**config.mk**
```make
export PLATFORM = sky130hd
export DESIGN_NAME = timed_linear_interpolator_3d_core
export DESIGN_NICKNAME = d
export VERILOG_FILES = /design/src/rtl/core/tli3d_pkg.sv /design/src/rtl/core/timed_linear_interpolator_3d_core.sv /design/src/rtl/core/tli3d_div.sv /design/src/rtl/core/tli3d_lerp.sv
export SDC_FILE = /design/constraint.sdc
export NUM_CORES = 2
export LEC_CHECK = 0
export ABC_AREA = 1
export BUFFER_PORTS_ARGS = -buffer_cell sky130_fd_sc_hd__buf_4
export CAP_MARGIN = 20
export CORE_ASPECT_RATIO = 0.6
export CORE_MARGIN = 1.5
export CORE_UTILIZATION = 45
export DETAILED_ROUTE_END_ITERATION = 8
export HOLD_SLACK_MARGIN = 0.08
export PLACE_DENSITY_LB_ADDON = 0.15
export SLEW_MARGIN = 5
export SYNTH_ARGS = -nofsm -noshare
export SYNTH_HDL_FRONTEND = slang
export SYNTH_HIERARCHICAL = 1
export SYNTH_SLANG_ARGS = --single-unit
```
**constraint.sdc**
```tcl
create_clock -name clk -period 12.6 [get_ports clk]
set_input_delay 1.89 -clock clk [delete_from_list [all_inputs] [get_ports clk]]
set_output_delay 1.89 -clock clk [all_outputs]
set_load 0.03 [all_outputs]
```
**src/rtl/core/tli3d_pkg.sv**
```systemverilog
// Shared types and constants for the timed 3-D linear interpolator.
// Used by the divider, the axis unit and the core; depends on nothing.
package tli3d_pkg;

  localparam int unsigned CoordW  = 32;
  localparam int unsigned FactorW = 16;
  localparam int unsigned NumAxes = 3;
  localparam int unsigned AxisW   = 2;

  localparam logic [1:0] PHASE_WAIT = 2'd0;
  localparam logic [1:0] PHASE_MOVE = 2'd1;
  localparam logic [1:0] PHASE_DONE = 2'd2;

  localparam logic [2:0] REG_START_DELAY   = 3'd0;
  localparam logic [2:0] REG_MOVE_DURATION = 3'd1;
  localparam logic [2:0] REG_DEST_X        = 3'd2;
  localparam logic [2:0] REG_DEST_Y        = 3'd3;
  localparam logic [2:0] REG_DEST_Z        = 3'd4;
  localparam logic [2:0] REG_ORIGIN_X      = 3'd5;
  localparam logic [2:0] REG_ORIGIN_Y      = 3'd6;
  localparam logic [2:0] REG_ORIGIN_Z      = 3'd7;

  typedef logic [1:0] axis_t;

  typedef struct packed {
    logic               valid;
    axis_t              axis;
    logic [CoordW-1:0]  start;
    logic [CoordW-1:0]  dest;
    logic [FactorW-1:0] factor;
  } lerp_req_t;

  typedef struct packed {
    logic              valid;
    axis_t             axis;
    logic [CoordW-1:0] pos;
  } lerp_rsp_t;

endpackage

```
**src/rtl/core/timed_linear_interpolator_3d_core.sv**
```systemverilog
// Top level of the timed 3-D linear interpolator: sequencer, registers and ports.
// Instantiates tli3d_div and tli3d_lerp; uses tli3d_pkg.
//
// Each request carries an elapsed tick count and a live source position and
// yields one result: a phase code in out_tuser and a Q16.16 position in
// out_tdata. Before start_delay the phase is waiting and the position is
// zero; from start_delay + move_duration on (a 33-bit sum, so it never
// wraps) the phase is done and the destination is returned. In between the
// fraction (elapsed - start_delay) / move_duration is found to sixteen bits
// by a serial divider and drives one shared multiply-add unit that treats the
// three axes in turn. With CAPTURE_START set, the start point is taken from
// the source on the first moving request after reset and held from then on;
// otherwise the origin registers are the start point. The block takes one
// request at a time. A waiting or done request has its result valid once
// S_SUM has formed the deadline and the offset and S_CLASS has classified
// the request. A moving request then waits in S_DIV for the divider
// (sixteen one-bit steps, then its done flag), S_ISSUE feeds the axes into
// the shared unit and S_DRAIN waits for its pipeline to drain. in_tready
// returns in the cycle after the result is taken, so a new request is
// accepted only once the previous result has been taken.
// Configuration is written through cfg_we, cfg_index and cfg_wdata and must
// only change while no request is in flight.
module timed_linear_interpolator_3d_core #(
  parameter int unsigned CAPTURE_START = 0
) (
  input  logic         clk,
  input  logic         rst_n,
  // Request channel.
  input  logic         in_tvalid,
  output logic         in_tready,
  input  logic [127:0] in_tdata,   // elapsed_time, source_x, source_y, source_z
  // Result channel.
  output logic         out_tvalid,
  input  logic         out_tready,
  output logic [95:0]  out_tdata,  // position_x, position_y, position_z
  output logic [1:0]   out_tuser,  // phase
  // Configuration write port.
  input  logic         cfg_we,
  input  logic [2:0]   cfg_index,
  input  logic [31:0]  cfg_wdata
);
  import tli3d_pkg::*;

  typedef enum logic [2:0] {
    S_IDLE,
    S_SUM,
    S_CLASS,
    S_DIV,
    S_ISSUE,
    S_DRAIN,
    S_OUT
  } state_t;

  // Configuration registers.
  logic [CoordW-1:0] start_delay_r, move_duration_r;
  logic [CoordW-1:0] dest_r   [NumAxes];
  logic [CoordW-1:0] origin_r [NumAxes];

  always_ff @(posedge clk) begin
    if (!rst_n) begin
      start_delay_r   <= '0;
      move_duration_r <= '0;
      for (int i = 0; i < NumAxes; i++) begin
        dest_r[i]   <= '0;
        origin_r[i] <= '0;
      end
    end else if (cfg_we) begin
      unique case (cfg_index)
        REG_START_DELAY:   start_delay_r   <= cfg_wdata;
        REG_MOVE_DURATION: move_duration_r <= cfg_wdata;
        REG_DEST_X:        dest_r[0]       <= cfg_wdata;
        REG_DEST_Y:        dest_r[1]       <= cfg_wdata;
        REG_DEST_Z:        dest_r[2]       <= cfg_wdata;
        REG_ORIGIN_X:      origin_r[0]     <= cfg_wdata;
        REG_ORIGIN_Y:      origin_r[1]     <= cfg_wdata;
        REG_ORIGIN_Z:      origin_r[2]     <= cfg_wdata;
        default: ;
      endcase
    end
  end

  // Sequencer state and registered outputs.
  state_t             state_r;
  logic [CoordW-1:0]  time_r;
  logic [CoordW-1:0]  source_r  [NumAxes];
  logic [CoordW-1:0]  latched_r [NumAxes];
  logic               capture_pending_r;
  logic [CoordW:0]    deadline_r;
  logic [CoordW-1:0]  offset_r;
  logic               before_r;
  axis_t              issue_r;
  axis_t              got_r;
  logic [CoordW-1:0]  pos_r [NumAxes];
  logic [1:0]         phase_r;
  logic               out_valid_r;

  logic [CoordW:0]    offset_wide;
  logic               div_start;
  logic               div_done;
  logic [FactorW-1:0] factor;
  logic               capture_now;
  lerp_req_t          lreq;
  lerp_rsp_t          lrsp;

  // The subtraction's borrow tells a waiting request apart; the remainder
  // that seeds the divider is the same difference.
  assign offset_wide = {1'b0, time_r} - {1'b0, start_delay_r};
  assign div_start   = (state_r == S_CLASS) && !({1'b0, time_r} >= deadline_r) && !before_r;
  assign capture_now = div_start && (CAPTURE_START != 0) && capture_pending_r;

  tli3d_div u_div (
    .clk   (clk),
    .rst_n (rst_n),
    .start (div_start),
    .num   (offset_r),
    .den   (move_duration_r),
    .done  (div_done),
    .quot  (factor)
  );

  // Axes are fed one per cycle; the start point is the latched source when
  // capturing and the origin register otherwise.
  always_comb begin
    lreq.valid  = (state_r == S_ISSUE);
    lreq.axis   = issue_r;
    lreq.start  = (CAPTURE_START != 0) ? latched_r[issue_r] : origin_r[issue_r];
    lreq.dest   = dest_r[issue_r];
    lreq.factor = factor;
  end

  tli3d_lerp u_lerp (
    .clk   (clk),
    .rst_n (rst_n),
    .req   (lreq),
    .rsp   (lrsp)
  );

  always_ff @(posedge clk) begin
    if (!rst_n) begin
      state_r           <= S_IDLE;
      capture_pending_r <= 1'b1;
      out_valid_r       <= 1'b0;
      issue_r           <= '0;
      got_r             <= '0;
    end else begin
      unique case (state_r)
        S_IDLE: begin
          if (in_tvalid) begin
            state_r <= S_SUM;
          end
        end
        S_SUM: begin
          state_r <= S_CLASS;
        end
        S_CLASS: begin
          issue_r <= '0;
          got_r   <= '0;
          if ({1'b0, time_r} >= deadline_r) begin
            phase_r     <= PHASE_DONE;
            out_valid_r <= 1'b1;
            state_r     <= S_OUT;
          end else if (before_r) begin
            phase_r     <= PHASE_WAIT;
            out_valid_r <= 1'b1;
            state_r     <= S_OUT;
          end else begin
            phase_r <= PHASE_MOVE;
            if (capture_now) begin
              capture_pending_r <= 1'b0;
            end
            state_r <= S_DIV;
          end
        end
        S_DIV: begin
          if (div_done) begin
            state_r <= S_ISSUE;
          end
        end
        S_ISSUE: begin
          issue_r <= issue_r + AxisW'(1);
          if (issue_r == AxisW'(NumAxes - 1)) begin
            state_r <= S_DRAIN;
          end
        end
        S_DRAIN: begin
          if (lrsp.valid) begin
            got_r <= got_r + AxisW'(1);
            if (got_r == AxisW'(NumAxes - 1)) begin
              out_valid_r <= 1'b1;
              state_r     <= S_OUT;
            end
          end
        end
        S_OUT: begin
          if (out_tready) begin
            out_valid_r <= 1'b0;
            state_r     <= S_IDLE;
          end
        end
        default: state_r <= S_IDLE;
      endcase
    end
  end

  // Payload registers.
  always_ff @(posedge clk) begin
    if (state_r == S_IDLE && in_tvalid) begin
      time_r      <= in_tdata[31:0];
      source_r[0] <= in_tdata[63:32];
      source_r[1] <= in_tdata[95:64];
      source_r[2] <= in_tdata[127:96];
    end
    if (state_r == S_SUM) begin
      deadline_r <= {1'b0, start_delay_r} + {1'b0, move_duration_r};
      offset_r   <= offset_wide[CoordW-1:0];
      before_r   <= offset_wide[CoordW];
    end
    if (capture_now) begin
      for (int i = 0; i < NumAxes; i++) begin
        latched_r[i] <= source_r[i];
      end
    end
    if (state_r == S_CLASS) begin
      for (int i = 0; i < NumAxes; i++) begin
        pos_r[i] <= ({1'b0, time_r} >= deadline_r) ? dest_r[i] : '0;
      end
    end
    if (state_r == S_DRAIN && lrsp.valid) begin
      pos_r[lrsp.axis] <= lrsp.pos;
    end
  end

  assign in_tready  = (state_r == S_IDLE);
  assign out_tvalid = out_valid_r;
  assign out_tuser  = phase_r;
  assign out_tdata  = {pos_r[2], pos_r[1], pos_r[0]};

  // A result is never offered while a new request can be taken.
  a_no_overlap: assert property (@(posedge clk) disable iff (!rst_n)
    !(in_tready && out_tvalid))
    else $error("request accepted while a result is pending");

  // Waiting results carry a zero position.
  a_wait_zero: assert property (@(posedge clk) disable iff (!rst_n)
    (out_tvalid && out_tuser == PHASE_WAIT) |-> (out_tdata == '0))
    else $error("waiting result with a non-zero position");

  // The start capture happens once after reset and never re-arms.
  a_capture_once: assert property (@(posedge clk) disable iff (!rst_n)
    !capture_pending_r |=> !capture_pending_r)
    else $error("start capture re-armed");

  // The divider only finishes while the sequencer is waiting for it.
  a_div_in_step: assert property (@(posedge clk) disable iff (!rst_n)
    div_done |-> (state_r == S_DIV))
    else $error("divider finished outside its step");

endmodule

```
**src/rtl/core/tli3d_div.sv**
```systemverilog
// Serial restoring divider giving a Q0.16 fraction num/den with num < den.
// One quotient bit per cycle, sixteen steps per division. Uses tli3d_pkg.
module tli3d_div (
  input  logic                             clk,
  input  logic                             rst_n,
  input  logic                             start,
  input  logic [tli3d_pkg::CoordW-1:0]     num,
  input  logic [tli3d_pkg::CoordW-1:0]     den,
  output logic                             done,
  output logic [tli3d_pkg::FactorW-1:0]    quot
);
  import tli3d_pkg::*;

  localparam int unsigned CntW = $clog2(FactorW);

  logic [CoordW-1:0]  rem_r, rem_nxt;
  logic [CoordW-1:0]  den_r;
  logic [FactorW-1:0] quot_r, quot_nxt;
  logic [CntW-1:0]    cnt_r;
  logic               busy_r, done_r;
  logic [CoordW:0]    shifted, trial;
  logic               ge;

  // One restoring step: the remainder stays below the divisor throughout.
  always_comb begin
    shifted  = {rem_r, 1'b0};
    trial    = shifted - {1'b0, den_r};
    ge       = !trial[CoordW];
    rem_nxt  = ge ? trial[CoordW-1:0] : shifted[CoordW-1:0];
    quot_nxt = {quot_r[FactorW-2:0], ge};
  end

  always_ff @(posedge clk) begin
    if (!rst_n) begin
      busy_r <= 1'b0;
      done_r <= 1'b0;
      cnt_r  <= '0;
    end else begin
      done_r <= 1'b0;
      if (start) begin
        busy_r <= 1'b1;
        cnt_r  <= '0;
      end else if (busy_r) begin
        cnt_r <= cnt_r + CntW'(1);
        if (cnt_r == CntW'(FactorW - 1)) begin
          busy_r <= 1'b0;
          done_r <= 1'b1;
        end
      end
    end
  end

  always_ff @(posedge clk) begin
    if (start) begin
      rem_r  <= num;
      den_r  <= den;
      quot_r <= '0;
    end else if (busy_r) begin
      rem_r  <= rem_nxt;
      quot_r <= quot_nxt;
    end
  end

  assign done = done_r;
  assign quot = quot_r;

endmodule

```
**src/rtl/core/tli3d_lerp.sv**
```systemverilog
// Three-stage axis unit: start + trunc((dest - start) * factor / 2^16).
// Shared by the three axes, one request per cycle. Uses tli3d_pkg.
module tli3d_lerp (
  input  logic                  clk,
  input  logic                  rst_n,
  input  tli3d_pkg::lerp_req_t  req,
  output tli3d_pkg::lerp_rsp_t  rsp
);
  import tli3d_pkg::*;

  localparam int unsigned ProdW = CoordW + 1 + FactorW;

  logic [CoordW:0]    diff, mag;
  logic               v1_r, v2_r, v3_r;
  axis_t              a1_r, a2_r, a3_r;
  logic               neg1_r, neg2_r;
  logic [CoordW:0]    mag_r;
  logic [FactorW-1:0] fac_r;
  logic [CoordW-1:0]  s1_r, s2_r, pos_r;
  logic [ProdW-1:0]   prod;
  logic [CoordW-1:0]  q_r;
  logic [CoordW-1:0]  delta;

  // Difference of two signed values needs one extra bit; the product is
  // formed on the magnitude so that the shift truncates toward zero.
  always_comb begin
    diff  = {req.dest[CoordW-1], req.dest} - {req.start[CoordW-1], req.start};
    mag   = diff[CoordW] ? (~diff + (CoordW+1)'(1)) : diff;
    prod  = ProdW'(mag_r) * ProdW'(fac_r);
    delta = neg2_r ? (~q_r + CoordW'(1)) : q_r;
  end

  always_ff @(posedge clk) begin
    if (!rst_n) begin
      v1_r <= 1'b0;
      v2_r <= 1'b0;
      v3_r <= 1'b0;
    end else begin
      v1_r <= req.valid;
      v2_r <= v1_r;
      v3_r <= v2_r;
    end
  end

  always_ff @(posedge clk) begin
    a1_r   <= req.axis;
    neg1_r <= diff[CoordW];
    mag_r  <= mag;
    fac_r  <= req.factor;
    s1_r   <= req.start;

    a2_r   <= a1_r;
    neg2_r <= neg1_r;
    s2_r   <= s1_r;
    q_r    <= prod[FactorW +: CoordW];

    a3_r   <= a2_r;
    pos_r  <= s2_r + delta;
  end

  assign rsp.valid = v3_r;
  assign rsp.axis  = a3_r;
  assign rsp.pos   = pos_r;

endmodule
```
==> metrics.md <==
| Metric | Value |
|---|---|
| Status | finished, final reports clean |
| Distinct cell type count after synthesis | between 60 and 70 |
| Die width | ~460 µm |
| Largest family of logic cells by synthesized area | adder cells |
| # DRC | 0 |
| Mapped Area | about 55000 µm² |
| R2R Setup Slk | around 5.6 ns |
| Slew Limit Fails | 0 |
| Compound-gate portion of the synthesized area | 8.47% |
| Die height | 275 µm |
| Count leader, synth | nand2_1 |
| Final setup vio count | 0 |
| Fmax | 144 MHz |
| Average wire per standard cell | ~21 µm |
| Post-synthesis simple-gate area fraction | 19.8% |
| Row Count | 99 |
| Ports | around 270 |
| Area contributors post-synth | edfxtp_1 24%, fa_1 16%, nand2_1 11% |
| Post-synthesis xor/xnor area fraction | approximately 2.8% |
| Max-Slew Margin vs Limit | about a quarter |
| Synth-to-layout area growth | 9.14% |
| Max clock buf depth | 3 |
| Fraction of layout cells with a size suffix above 1 | roughly 7.4% |
| Starting Density | 45.5% |
| Port Buffers | around 170 |
| Clock skew | 0.0341 ns |
| Crit share post-route | approximately 55% |
| Hold Path End | u_lerp/s2_r[6]$_DFF_P_ |
| Yosys top cell by area | edfxtp_1 |
| CP max FO | 16 |
| Top_reg_cell synth | edfxtp_1 |
| Vias per cell | 5.25 |
| Initial DRC Count | ~5k |
| Vias | between 40k and 50k |
| Worst reg-to-reg path cell count | 20 |
| Warnings from Yosys | 6 |
| Total track usage | about 28% |
| CTS H-tree depth | 3 |
| Grt ovf | 0 |
| RSZ-0062 raised after global routing | no |
| Hold_sp | u_lerp/s1_r[6]$_DFF_P_ |
| Hold depth | 0 |
| Syn Nets | 7703 |
| Hold Violations, Final | 0 |
| First-pass GRT wire length | approximately 270 mm |
| FF-to-FF Start | u_lerp/mag_r[18]$_DFF_P_ |
| Nets | between 7k and 8k |
| Hpwl dp | 140 mm |
| EDFF count, synth | 452 |
| 1st-pass router iterations | 6 |
| Dpl cell area | 58100 µm² |
| Synth Area in Adders | 22.7% |
| Post-route insts no fill | around 8.5k |
| Post-synth top area share | 24.5% |
| FFs w/ async S/R, synth | 0% |
| Resized cells post-CTS | 0 |
| Mean Syn Cell Area | around 8 µm² |
| Final wirelength | 178 mm |
| Synthesized instance count | about 6.8k |
| Most frequent cells after synthesis | 1629 x nand2_1, 1409 x inv_1, 466 x nor2_1 |
| GP Congestion | just over 1 |
| Actual slew at the worst max-slew pin | roughly 1.1 ns |
| Clk Tree Root Cell | clkbuf_16 |
| Clock-pin slew on the worst setup and hold paths | 0.06 ns |
| Fin Setup TNS | 0 ns |
| Critical path capture point type | flip-flop |
| Clk Latency, worst-skew pair | 0.69 ns |
| MaxCap Viol Count | 0 |
| Total core area | approximately 120000 µm² |
| Routed Antenna Nets | 0 |
| Num CTS Buffers | 71 |
| Die ar. | roughly 130000 µm² |
| Post-synthesis mux area share | 0% |
| Critical R2R Capture | u_lerp/q_r[26]$_DFF_P_ |
| Worst EP arrival | around 7.5 ns |
| Placed insts | roughly 8.4k |
| Hold_buf cts | 0 |
| Antenna violations before repair | 6 |
| Sequential area share after synthesis | 34.7% |
| Number of global-route vias before repair | between 40k and 50k |
| Post-route cell area | between 60000 and 70000 µm² |
| Hold Crit Class | reg2reg |
| Seq cells post-synth | 736 |
| Setup repair bufs after CTS | 0 |
| Final Critical Period | ~7.0 ns |
| Crit Path Category | reg2reg |
| Req. time, crit path | between 10 and 15 ns |
| Pin count of the biggest net entering global routing | 96 |
| Clock sink count | 736 |
| CTS tree | built |
| CP startpoint kind | flip-flop |
==> stage by stage <==
stage,utilization (%),hold slack (ns),setup slack [ns]
floorplan,-,0.310,7.00
global placement,47.7,0.311,5.99
detailed placement,47.7,0.312,5.97
CTS,49.7,0.320,5.93
global route,49.7,0.325,5.54
finish,49.7,0.327,5.65
==> flip-flops by register name, summed over array words and instances (netlist names), 33 cells and up, named ones only <==
signal / count
deadline_r: 33
origin_r: 96
pos_r: 96
u_lerp/mag_r: 33
dest_r: 96
==> logic make-up (layout without fill, tap and decap cells) <==
group | Yosys count | count (layout)
DFF | 736 | 736
buffers and inverters | 1660 | 1771
and+or+nand+nor | 2616 | 2616
other | 0 | 1
adders and majority gates | 744 | 744
AOI/OAI and AO/OA | 860 | 860
xor gates and xnor gates | 175 | 175
==> layout by cell type (no fill, tap or decap), drive strengths merged, types with 116 or more instances in the layout <==
master,n
nor2,497
xor2,116
o21ai,294
ha,309
inv,1431
a21oi,446
nand3,305
edfxtp,452
fa,435
nand2,1686
dfxtp,284
buf,213
==> worst max-delay path: stages, from the launching register on <==
cell	delay (ns)
dfxtp_1	1.04
nand2_1	0.18
fa_1	0.58
inv_1	0.05
fa_1	0.52
fa_1	0.58
fa_1	0.44
fa_1	0.49
inv_1	0.06
fa_1	0.49
inv_1	0.04
ha_1	0.38
a21oi_1	0.18
inv_1	0.08
a21oi_1	0.24
o21ai_0	0.31
inv_1	0.11
o21ai_0	0.09
a21oi_1	0.55
o21ai_0	0.22
xor2_1	0.18
==> per-layer routing <==
layer / vias up / GRT usage, % / share of wire [%]
met3: 167 / 8.31 / 12
met1: 21400 / 45.5 / 49
met4: 0 / 5.54 / 1.8
met2: 1956 / 37.1 / 37
li1: 21200 / - / -
met5: - / 0 / 0
==> worst max-delay path by stage <==
| stage | start | end | slack [ns] | depth (start not counted) |
|---|---|---|---|---|
| 6_report | u_lerp/mag_r[18]$_DFF_P_ | u_lerp/q_r[26]$_DFF_P_ | 5.65 | 20 |
| 5_1_grt | u_lerp/mag_r[18]$_DFF_P_ | u_lerp/q_r[26]$_DFF_P_ | 5.54 | 20 |
| 4_1_cts | u_lerp/fac_r[7]$_DFF_P_ | u_lerp/q_r[26]$_DFF_P_ | 5.93 | 20 |
| 3_5_place_dp | u_lerp/fac_r[7]$_DFF_P_ | u_lerp/q_r[26]$_DFF_P_ | 5.97 | 20 |
| 3_3_place_gp | u_lerp/fac_r[7]$_DFF_P_ | u_lerp/q_r[26]$_DFF_P_ | 5.99 | 20 |
| 2_1_floorplan | u_lerp/mag_r[10]$_DFF_P_ | u_lerp/q_r[8]$_DFF_P_ | 7.00 | 25 |
==> cell type report <==
cell class,instances,area [µm²]
Tap cell,1616,2020
Timing Repair Buffer,213,1600
Antenna cell,1,2.50
Clock buffer,93,1950
Multi-Input combinational cell,4395,29900
Sequential cell,736,19300
Fill cell,11800,61300
Inverter,1428,5360
Clock inverter,37,440
Power is not shown: default switching activity piles up to over one toggle a cycle in this logic, so the estimate is an artifact.
